## config.mk

```make
export PLATFORM = sky130hd
export DESIGN_NAME = bounded_rational_approximation_top_flat
export DESIGN_NICKNAME = d
export VERILOG_FILES = /design/src/rtl/brat_pkg.sv /design/src/rtl/brat_in_if.sv /design/src/rtl/brat_out_if.sv /design/src/rtl/bounded_rational_approximation_top.sv /design/src/flat_wrapper.sv
export SDC_FILE = /design/constraint.sdc
export NUM_CORES = 2
export LEC_CHECK = 0
export ABC_AREA = 1
export BUFFER_PORTS_ARGS = -buffer_cell sky130_fd_sc_hd__buf_2
export CAP_MARGIN = 20
export CORE_ASPECT_RATIO = 2
export CORE_UTILIZATION = 40
export CTS_BUF_LIST = sky130_fd_sc_hd__clkbuf_8
export CTS_CLUSTER_SIZE = 20
export DETAILED_ROUTE_END_ITERATION = 16
export MAX_ROUTING_LAYER = met4
export PLACE_DENSITY = 0.6
export SYNTH_ARGS = -nofsm -noshare
export SYNTH_HDL_FRONTEND = slang
export SYNTH_SLANG_ARGS = --single-unit
export TNS_END_PERCENT = 100
```

## constraint.sdc

```tcl
create_clock -name clk -period 10.5 [get_ports clk]
set_input_delay 0 -clock clk [delete_from_list [all_inputs] [get_ports clk]]
set_output_delay 0 -clock clk [all_outputs]
set_load 0.05 [all_outputs]
```

## src/rtl/brat_pkg.sv

```systemverilog
// Package for the bounded rational approximation block.
// Holds field widths, reset values, part codes and fixed constants.
// No dependencies; every other file of the block imports it.
`default_nettype none

package brat_pkg;

    // Field widths of the input and result transactions.
    localparam int VALUE_W = 32;
    localparam int NUM_W   = 32;
    localparam int DEN_W   = 16;
    localparam int PART_W  = 2;

    // Default number of fraction bits of the fixed-point input.
    localparam int FRACTION_BITS = 16;

    // Width of the denominator limit register.
    localparam int DENOMINATOR_BITS = 16;

    // Reset value of the denominator limit.
    localparam logic [DENOMINATOR_BITS-1:0] RESET_MAX_DEN = DENOMINATOR_BITS'(1000);

    // Minutes per degree and seconds per minute.
    localparam int SIXTY = 60;

    // Largest numerator that can be reported.
    localparam logic [NUM_W-1:0] NUM_SAT = 32'hFFFF_FFFF;

    // Part codes of a result transaction.
    localparam logic [PART_W-1:0] PART_WHOLE = 2'd0;
    localparam logic [PART_W-1:0] PART_MIN   = 2'd1;
    localparam logic [PART_W-1:0] PART_SEC   = 2'd2;

endpackage : brat_pkg

`default_nettype wire

```

## src/rtl/brat_in_if.sv

```systemverilog
// Input channel of the bounded rational approximation block.
// Carries valid, ready, mode and the fixed-point value; depends on brat_pkg.
`default_nettype none

interface brat_in_if;
    import brat_pkg::*;

    logic                      valid;
    logic                      ready;
    logic                      mode;
    logic signed [VALUE_W-1:0] value;

    modport source (output valid, output mode, output value, input ready);
    modport sink   (input valid, input mode, input value, output ready);

endinterface : brat_in_if

`default_nettype wire

```

## src/rtl/brat_out_if.sv

```systemverilog
// Result channel of the bounded rational approximation block.
// Carries valid, ready and one numerator/denominator pair; depends on brat_pkg.
`default_nettype none

interface brat_out_if;
    import brat_pkg::*;

    logic              valid;
    logic              ready;
    logic [NUM_W-1:0]  numerator;
    logic [DEN_W-1:0]  denominator;
    logic [PART_W-1:0] part;
    logic              not_positive;
    logic              last;

    modport source (output valid, output numerator, output denominator, output part,
                    output not_positive, output last, input ready);
    modport sink   (input valid, input numerator, input denominator, input part,
                    input not_positive, input last, output ready);

endinterface : brat_out_if

`default_nettype wire

```

## src/rtl/bounded_rational_approximation_top.sv

```systemverilog
// Top level of the bounded rational approximation block.
// Depends on brat_pkg, brat_in_if and brat_out_if.
`default_nettype none

// Each input transaction is a signed fixed-point value; the block reports its
// magnitude as numerator/denominator with the denominator no larger than the
// max_denominator register (a written zero acts as one), plus a flag for a
// zero or negative input. In mode 1 the magnitude is split into degrees,
// minutes and seconds and three results come out, the last one flagged.
// The work runs on one restoring divider (one quotient bit per cycle) and one
// multiply-add unit under a small sequencer. For each part the first term
// comes from a shift; each further continued-fraction term that fits the
// limit takes a divide and multiply-add steps for the denominator and the
// numerator. When the limit stops the expansion after the divide of the term
// that does not fit, a divide of the semiconvergent follows, and the part is
// put out. The block takes no new input until the last result of the current
// one has been loaded into the output register, which then waits for the sink
// independently; a part whose result is ready waits while that register is
// still full.
module bounded_rational_approximation_top
#(
    parameter int FRACTION_BITS = brat_pkg::FRACTION_BITS
)
(
    input  wire                                       clk,
    input  wire                                       rst_n,
    input  wire                                       cfg_we,
    input  wire [brat_pkg::DENOMINATOR_BITS-1:0]      cfg_wdata,
    brat_in_if.sink                                   sample,
    brat_out_if.source                                result
);
    import brat_pkg::*;

    // Derived widths.
    localparam int DIV_W = (FRACTION_BITS + 1 > DENOMINATOR_BITS) ?
                           FRACTION_BITS + 1 : DENOMINATOR_BITS;
    localparam int H_W   = VALUE_W - FRACTION_BITS + DENOMINATOR_BITS + 1;
    localparam int M_W   = H_W + DIV_W;
    localparam int CNT_W = $clog2(DIV_W + 1);
    localparam int T_W   = FRACTION_BITS + 6;

    // Sequencer states.
    localparam logic [2:0] S_IDLE  = 3'd0;
    localparam logic [2:0] S_START = 3'd1;
    localparam logic [2:0] S_DIV   = 3'd2;
    localparam logic [2:0] S_MULK  = 3'd3;
    localparam logic [2:0] S_MULH  = 3'd4;
    localparam logic [2:0] S_SEMK  = 3'd5;
    localparam logic [2:0] S_SEMH  = 3'd6;
    localparam logic [2:0] S_OUT   = 3'd7;

    logic [2:0]                  state_reg, state_next;
    logic [DENOMINATOR_BITS-1:0] max_den_reg;
    logic                        mode_reg, mode_next;
    logic                        np_reg, np_next;
    logic [VALUE_W-1:0]          mag_reg, mag_next;
    logic [PART_W-1:0]           part_reg, part_next;
    logic                        semi_reg, semi_next;
    logic [H_W-1:0]              h_reg, h_next;
    logic [H_W-1:0]              hp_reg, hp_next;
    logic [DEN_W-1:0]            k_reg, k_next;
    logic [DEN_W-1:0]            kp_reg, kp_next;
    logic [DIV_W-1:0]            quo_reg, quo_next;
    logic [DIV_W-1:0]            rem_reg, rem_next;
    logic [DIV_W-1:0]            den_reg, den_next;
    logic [CNT_W-1:0]            cnt_reg, cnt_next;

    logic                        out_valid_reg, out_valid_next;
    logic [NUM_W-1:0]            out_num_reg, out_num_next;
    logic [DEN_W-1:0]            out_den_reg, out_den_next;
    logic [PART_W-1:0]           out_part_reg, out_part_next;
    logic                        out_np_reg, out_np_next;
    logic                        out_last_reg, out_last_next;

    logic [DEN_W-1:0]            lim;
    logic                        in_neg;
    logic [VALUE_W-1:0]          in_mag;
    logic [FRACTION_BITS-1:0]    frac;
    logic [T_W-1:0]              t60;
    logic [T_W-1:0]              secs;
    logic [VALUE_W-1:0]          part_p;
    logic [H_W-1:0]              a0;
    logic [FRACTION_BITS-1:0]    r0;
    logic [DIV_W:0]              rem_sh;
    logic [DIV_W+1:0]            diff;
    logic [H_W-1:0]              mul_x;
    logic [H_W-1:0]              mul_add;
    logic [M_W-1:0]              mul_prod;
    logic [M_W:0]                mul_sum;
    logic                        mul_over;
    logic [H_W+NUM_W-1:0]        h_ext;
    logic                        last_part;
    logic                        out_free;

    // Effective denominator limit; zero acts as one.
    assign lim = (max_den_reg == '0) ? DEN_W'(1) : DEN_W'(max_den_reg);

    // Magnitude of the incoming value; the most negative value maps to 2^31.
    assign in_neg = sample.value[VALUE_W-1];
    assign in_mag = in_neg ? (VALUE_W'(0) - VALUE_W'(sample.value)) : VALUE_W'(sample.value);

    // Minutes and seconds of the stored magnitude.
    assign frac = mag_reg[FRACTION_BITS-1:0];
    assign t60  = T_W'(frac) * T_W'(SIXTY);
    assign secs = T_W'(t60[FRACTION_BITS-1:0]) * T_W'(SIXTY);

    // Select the fixed-point value of the current part.
    always_comb
    begin
        case (part_reg)
            PART_WHOLE: part_p = mode_reg ?
                                 {mag_reg[VALUE_W-1:FRACTION_BITS], {FRACTION_BITS{1'b0}}} :
                                 mag_reg;
            PART_MIN:   part_p = VALUE_W'(t60[T_W-1:FRACTION_BITS]) << FRACTION_BITS;
            PART_SEC:   part_p = VALUE_W'(secs);
            default:    part_p = '0;
        endcase
    end

    // First term: division by 2^FRACTION_BITS is a shift and a mask.
    assign a0 = H_W'(part_p >> FRACTION_BITS);
    assign r0 = part_p[FRACTION_BITS-1:0];

    // One restoring divider step.
    assign rem_sh = {rem_reg, quo_reg[DIV_W-1]};
    assign diff   = {1'b0, rem_sh} - {2'b00, den_reg};

    // Shared multiply-add: x * quotient + addend.
    always_comb
    begin
        if (state_reg == S_MULH || state_reg == S_SEMH)
        begin
            mul_x   = h_reg;
            mul_add = hp_reg;
        end
        else
        begin
            mul_x   = H_W'(k_reg);
            mul_add = H_W'(kp_reg);
        end
    end

    assign mul_prod = M_W'(mul_x) * M_W'(quo_reg);
    assign mul_sum  = {1'b0, mul_prod} + (M_W + 1)'(mul_add);
    assign mul_over = mul_sum > (M_W + 1)'(lim);

    // Numerator saturation, last-part flag and output register free test.
    assign h_ext     = (H_W + NUM_W)'(h_reg);
    assign last_part = !mode_reg || (part_reg == PART_SEC);
    assign out_free  = !out_valid_reg || result.ready;

    // Sequencer and datapath next state.
    always_comb
    begin
        state_next     = state_reg;
        mode_next      = mode_reg;
        np_next        = np_reg;
        mag_next       = mag_reg;
        part_next      = part_reg;
        semi_next      = semi_reg;
        h_next         = h_reg;
        hp_next        = hp_reg;
        k_next         = k_reg;
        kp_next        = kp_reg;
        quo_next       = quo_reg;
        rem_next       = rem_reg;
        den_next       = den_reg;
        cnt_next       = cnt_reg;
        out_valid_next = out_valid_reg && !result.ready;
        out_num_next   = out_num_reg;
        out_den_next   = out_den_reg;
        out_part_next  = out_part_reg;
        out_np_next    = out_np_reg;
        out_last_next  = out_last_reg;

        unique case (state_reg)
            S_IDLE:
            begin
                if (sample.valid)
                begin
                    mode_next  = sample.mode;
                    np_next    = in_neg || (sample.value == '0);
                    mag_next   = in_mag;
                    part_next  = PART_WHOLE;
                    state_next = S_START;
                end
            end

            S_START:
            begin
                // The first convergent a0/1 always fits the limit.
                h_next    = a0;
                hp_next   = H_W'(1);
                k_next    = DEN_W'(1);
                kp_next   = '0;
                semi_next = 1'b0;
                if (r0 == '0)
                begin
                    state_next = S_OUT;
                end
                else
                begin
                    quo_next   = DIV_W'(1) << FRACTION_BITS;
                    den_next   = DIV_W'(r0);
                    rem_next   = '0;
                    cnt_next   = '0;
                    state_next = S_DIV;
                end
            end

            S_DIV:
            begin
                if (!diff[DIV_W+1])
                begin
                    rem_next = diff[DIV_W-1:0];
                    quo_next = {quo_reg[DIV_W-2:0], 1'b1};
                end
                else
                begin
                    rem_next = rem_sh[DIV_W-1:0];
                    quo_next = {quo_reg[DIV_W-2:0], 1'b0};
                end
                cnt_next = cnt_reg + CNT_W'(1);
                if (cnt_reg == CNT_W'(DIV_W - 1))
                begin
                    state_next = semi_reg ? S_SEMK : S_MULK;
                end
            end

            S_MULK:
            begin
                if (mul_over)
                begin
                    // Limit reached: divide (lim - kp) by k for the semiconvergent.
                    semi_next  = 1'b1;
                    quo_next   = DIV_W'(lim - kp_reg);
                    den_next   = DIV_W'(k_reg);
                    rem_next   = '0;
                    cnt_next   = '0;
                    state_next = S_DIV;
                end
                else
                begin
                    k_next     = mul_sum[DEN_W-1:0];
                    kp_next    = k_reg;
                    state_next = S_MULH;
                end
            end

            S_MULH:
            begin
                h_next  = mul_sum[H_W-1:0];
                hp_next = h_reg;
                if (rem_reg == '0)
                begin
                    state_next = S_OUT;
                end
                else
                begin
                    // Next Euclid step: old divisor over remainder.
                    quo_next   = den_reg;
                    den_next   = rem_reg;
                    rem_next   = '0;
                    cnt_next   = '0;
                    state_next = S_DIV;
                end
            end

            S_SEMK:
            begin
                k_next     = mul_sum[DEN_W-1:0];
                state_next = S_SEMH;
            end

            S_SEMH:
            begin
                h_next     = mul_sum[H_W-1:0];
                state_next = S_OUT;
            end

            S_OUT:
            begin
                if (out_free)
                begin
                    out_valid_next = 1'b1;
                    out_num_next   = (|(h_ext >> NUM_W)) ? NUM_SAT : h_ext[NUM_W-1:0];
                    out_den_next   = k_reg;
                    out_part_next  = part_reg;
                    out_np_next    = np_reg;
                    out_last_next  = last_part;
                    if (last_part)
                    begin
                        state_next = S_IDLE;
                    end
                    else
                    begin
                        part_next  = part_reg + PART_W'(1);
                        state_next = S_START;
                    end
                end
            end

            default:
            begin
                state_next = S_IDLE;
            end
        endcase
    end

    // Control registers.
    always_ff @(posedge clk or negedge rst_n)
    begin
        if (!rst_n)
        begin
            state_reg     <= S_IDLE;
            out_valid_reg <= 1'b0;
            max_den_reg   <= RESET_MAX_DEN;
        end
        else
        begin
            state_reg     <= state_next;
            out_valid_reg <= out_valid_next;
            if (cfg_we)
            begin
                max_den_reg <= cfg_wdata;
            end
        end
    end

    // Datapath and output payload registers.
    always_ff @(posedge clk)
    begin
        mode_reg     <= mode_next;
        np_reg       <= np_next;
        mag_reg      <= mag_next;
        part_reg     <= part_next;
        semi_reg     <= semi_next;
        h_reg        <= h_next;
        hp_reg       <= hp_next;
        k_reg        <= k_next;
        kp_reg       <= kp_next;
        quo_reg      <= quo_next;
        rem_reg      <= rem_next;
        den_reg      <= den_next;
        cnt_reg      <= cnt_next;
        out_num_reg  <= out_num_next;
        out_den_reg  <= out_den_next;
        out_part_reg <= out_part_next;
        out_np_reg   <= out_np_next;
        out_last_reg <= out_last_next;
    end

    // Channel outputs.
    assign sample.ready        = (state_reg == S_IDLE);
    assign result.valid        = out_valid_reg;
    assign result.numerator    = out_num_reg;
    assign result.denominator  = out_den_reg;
    assign result.part         = out_part_reg;
    assign result.not_positive = out_np_reg;
    assign result.last         = out_last_reg;

endmodule : bounded_rational_approximation_top

`default_nettype wire
```

## src/flat_wrapper.sv

```systemverilog
// flat-port wrapper written by rule: the top's interface ports become plain ports
module bounded_rational_approximation_top_flat import brat_pkg::*;
#(
    parameter int FRACTION_BITS = brat_pkg::FRACTION_BITS
)
  (clk, rst_n, cfg_we, cfg_wdata, sample_valid, sample_mode, sample_value, sample_ready, result_valid, result_numerator, result_denominator, result_part, result_not_positive, result_last, result_ready);
  brat_in_if sample_i ();
  brat_out_if result_i ();
  input  wire clk;
  input  wire rst_n;
  input  wire cfg_we;
  input  wire [brat_pkg::DENOMINATOR_BITS-1:0] cfg_wdata;
  input wire logic [$bits(sample_i.valid)-1:0] sample_valid;
  input wire logic [$bits(sample_i.mode)-1:0] sample_mode;
  input wire logic [$bits(sample_i.value)-1:0] sample_value;
  output wire logic [$bits(sample_i.ready)-1:0] sample_ready;
  output wire logic [$bits(result_i.valid)-1:0] result_valid;
  output wire logic [$bits(result_i.numerator)-1:0] result_numerator;
  output wire logic [$bits(result_i.denominator)-1:0] result_denominator;
  output wire logic [$bits(result_i.part)-1:0] result_part;
  output wire logic [$bits(result_i.not_positive)-1:0] result_not_positive;
  output wire logic [$bits(result_i.last)-1:0] result_last;
  input wire logic [$bits(result_i.ready)-1:0] result_ready;
  assign sample_i.valid = sample_valid;
  assign sample_i.mode = sample_mode;
  assign sample_i.value = sample_value;
  assign sample_ready = sample_i.ready;
  assign result_valid = result_i.valid;
  assign result_numerator = result_i.numerator;
  assign result_denominator = result_i.denominator;
  assign result_part = result_i.part;
  assign result_not_positive = result_i.not_positive;
  assign result_last = result_i.last;
  assign result_i.ready = result_ready;
  bounded_rational_approximation_top #(.FRACTION_BITS(FRACTION_BITS)) u_core (.clk(clk), .rst_n(rst_n), .cfg_we(cfg_we), .cfg_wdata(cfg_wdata), .sample(sample_i), .result(result_i));
endmodule
```

==> results.txt <==
----------------------------------------------------
[Run status]
  Outcome ... finished clean

[STA]
  # setup viols final ... 0
  Max Clk Rate ... 0.106 GHz
  PnR worst setup slack ... 1.10 ns
  Number of hold violations in the final report ... 0
  Fraction of the cycle the final worst path needs ... 89.6%
  Actual slew at the worst max-slew pin ... 1.12 ns
  Sum of negative setup slack ... 0 ns
  Unrepaired setup endpoints after global routing ... no
  Post-layout minimum cycle time ... 9.40 ns
  Tightest slew margin relative to the limit ... 25.2%
  Count of final max-slew check failures ... 0
  Worst clock skew on the final layout ... 0.0717 ns

[Run]
  Number of maximum-capacitance constraint violations ... 0

[Global routing]
  GRT Util Overall ... 32.3%
  Initial antenna violation count ... 2
  Wire length of the first global-routing pass ... 203 mm
  Global route total overflow ... 0
  Number of global-route vias before repair ... 33,300
  Largest net degree at the start of global routing ... 58

[Synthesis]
  EDFF count, synth ... 243
  Number of library cell types mapped by synthesis ... 49
  Post-synthesis net count ... 5,232
  Number of warning messages in the yosys log ... 0
  FFs w/ async S/R, synth ... 7.60%
  Avg Cell Area, Syn ... 8.15 um^2
  Most common flop cell mapped by yosys ... sky130_fd_sc_hd__edfxtp_1
  Proportion of synthesized chip area in sequential cells ... 21.8%
  Number of register bits inferred by synthesis ... 263
  Post-synthesis cell area ... 35,800 um^2
  Synthesized instance count ... 4,397

[Critical path]
  Worst r2r src ... u_core.state_reg[2]
  Most frequent cell on the critical path ... sky130_fd_sc_hd__inv_1
  WS Path Type ... reg2reg
  Number of cells on the worst reg-to-reg path ... 41
  Required time of the critical path ... 10.85 ns
  Critical path arrival ... 9.76 ns
  Reg2Reg Capture Point ... u_core.kp_reg[4]
  CP Max Fanout ... 16
  Worst setup slack for register-to-register paths ... 1.10 ns
  Crit-path slowest cell ... sky130_fd_sc_hd__fa_1
  Category of the worst setup path launch point ... flip-flop
  Kind of end point of the critical path ... flip-flop
  Slowest cell delay on critical path ... 0.56 ns

[Route]
  Via count ... 30,400
  Remaining antenna violation count ... 0
  Ratio of routed vias to standard cells ... 5.21
  Routed wire per std cell ... 23.5 um
  First-pass iteration count of the detailed router ... 5
  First-iteration detailed-routing DRC count ... 1,659
  Number of DRC violations after detailed routing ... 0
  Total length of routed wires ... 137 mm

[Clock network]
  Clock slew at the register clock pins of the worst setup and hold paths ... 0.07 ns
  TritonCTS clock tree ... yes
  Inserted Clock Buffers ... 43
  Later-pin clock latency in the skew report ... 0.67 ns
  H-Tree Level Count ... 2
  Sink Count ... 263
  Post-cts resize count ... 0
  Number of buffers inserted by post-CTS setup repair ... 0
  Buffer cell driving the clock tree root ... sky130_fd_sc_hd__clkbuf_8
  Clock Tree Buf Depth ... 3
  Hold-fix buffers at CTS ... 120

[Min path]
  End of the worst hold path ... u_core.mag_reg[0]
  Hold path cells ... 2
  Beginning of the worst hold path ... sample_value[0]
  Tightest Hold Check Type ... in2reg

[Floorplanning]
  Initial standard-cell utilization of the core ... 40.5%
  Placeable Area ... 88,400 um^2
  Count of standard-cell rows ... 154
  Die W ... 214 um
  Die span in y ... 425 um
  Die Area ... 90,800 um^2
  Top-level port count ... 108

[Placement]
  # port buffers ... 107
  Half-perimeter wire length of the detailed placement result ... 113 mm
  Pre-CTS worst setup slack ... 1.14 ns
  Weighted congestion at the end of routability-driven global placement ... 1.04

[Final layout]
  Core occupancy in the finished layout ... 45.5%
  Layout Area Growth over Synthesis ... 12.4%
  Number of nets in the layout ... 5,466
  Leading cell type in the layout, fill and taps excluded ... sky130_fd_sc_hd__nand2_1
  Top library cells by usage in the layout, fill and taps aside ... sky130_fd_sc_hd__nand2_1, sky130_fd_sc_hd__inv_1, sky130_fd_sc_hd__fa_1, sky130_fd_sc_hd__nor2_1, sky130_fd_sc_hd__edfxtp_1
  Fraction of final layout cells sized beyond drive strength 1 ... 7.25%

----------------------------------------------------
==> cell type report <==
cell class / instances / area (um^2)
repair buffers: 328 / 2530
flip-flops and latches: 263 / 7800
clock inverters: 33 / 334
multi-input cells: 2942 / 23600
fillers: 8806 / 48200
clock buffers: 43 / 592
diodes: 2 / 5.00
inverters: 1053 / 3950
well taps: 1170 / 1460
==> how the worst max path moves through the flow <==
stage / from / to / slack [ns] / cells past startpoint
4_1_cts: u_core.state_reg[2] / u_core.kp_reg[4] / 1.05 / 40
3_5_place_dp: u_core.state_reg[2] / u_core.kp_reg[2] / 1.14 / 40
2_1_floorplan: u_core.state_reg[2] / u_core.cnt_reg[0] / 1.56 / 42
6_report: u_core.state_reg[2] / u_core.kp_reg[4] / 1.10 / 41
3_3_place_gp: u_core.state_reg[2] / u_core.den_reg[8] / 0.98 / 41
5_1_grt: u_core.state_reg[2] / u_core.kp_reg[14] / 0.48 / 40
==> layer usage <==
metal / vias up / routed length (um) / track usage (%) / share of wire (%)
li1: 13700 / - / - / -
met1: 14900 / 41900 / 28.6 / 31
met2: 1140 / 73300 / 58.5 / 53
met3: 586 / 5700 / 3.33 / 4.2
met4: 0 / 16300 / 30.4 / 12
met5: - / 0 / - / 0
==> kinds of logic after synthesis <==
family                     synth area share, %
DFF                                       21.8
buffers and inverters                     12.5
adders and majority gates                 38.9
and+or+nand+nor                           19.1
AOI/OAI and AO/OA                         6.01
xor gates and xnor gates                  1.71
==> through the flow <==
step | cell area [um^2] | cells | hold WS [ns]
finish | 40200 | 5834 | 0.109
global route | 40200 | 5834 | 0.0859
CTS | 40200 | 5831 | 0.0413
detailed placement | 38100 | 5635 | -0.00273
global placement | 38100 | 5633 | -0.0116
floorplan | 35800 | 4397 | -0.296
==> cell usage after synthesis (6+ instances only) <==
library cell | instances | share of area, %
sky130_fd_sc_hd__ha_1 | 228 | 8.0
sky130_fd_sc_hd__nand2_2 | 10 | 0.17
sky130_fd_sc_hd__nor3_1 | 27 | 0.38
sky130_fd_sc_hd__a221o_1 | 6 | 0.17
sky130_fd_sc_hd__nor2_1 | 442 | 4.6
sky130_fd_sc_hd__a21oi_1 | 146 | 2.0
sky130_fd_sc_hd__a31oi_1 | 9 | 0.16
sky130_fd_sc_hd__o21ai_0 | 142 | 2.0
sky130_fd_sc_hd__xor2_1 | 42 | 1.0
sky130_fd_sc_hd__inv_2 | 7 | 0.073
sky130_fd_sc_hd__xnor2_1 | 28 | 0.68
sky130_fd_sc_hd__dfrtp_1 | 14 | 0.98
sky130_fd_sc_hd__nand3b_1 | 11 | 0.23
sky130_fd_sc_hd__buf_1 | 9 | 0.094
sky130_fd_sc_hd__clkbuf_1 | 126 | 1.3
sky130_fd_sc_hd__nand2_1 | 1050 | 11
sky130_fd_sc_hd__o21ai_1 | 15 | 0.21
sky130_fd_sc_hd__nand4_1 | 21 | 0.37
sky130_fd_sc_hd__nor3_2 | 7 | 0.20
sky130_fd_sc_hd__fa_1 | 553 | 31
sky130_fd_sc_hd__inv_1 | 1033 | 11
sky130_fd_sc_hd__edfxtp_1 | 243 | 20
sky130_fd_sc_hd__o221ai_1 | 14 | 0.34
sky130_fd_sc_hd__clkinv_1 | 13 | 0.14
sky130_fd_sc_hd__or2_2 | 12 | 0.21
sky130_fd_sc_hd__dfstp_2 | 6 | 0.44
sky130_fd_sc_hd__o21bai_1 | 10 | 0.21
sky130_fd_sc_hd__a21oi_2 | 6 | 0.15
sky130_fd_sc_hd__nand3_1 | 113 | 1.6
==> critical path: cells and delay by family, from the launching register on <==
family	cells	cell delay (ns)
adder cells (fa/ha/maj)	8	3.75
AND/OR/NAND/NOR	18	2.52
buffers and inverters	13	1.82
flip-flops	1	0.43
XOR/XNOR	1	0.31
AO/OA/AOI/OAI	1	0.21
Power is not shown: default switching activity piles up to over one toggle a cycle in this logic, so the estimate is an artifact.
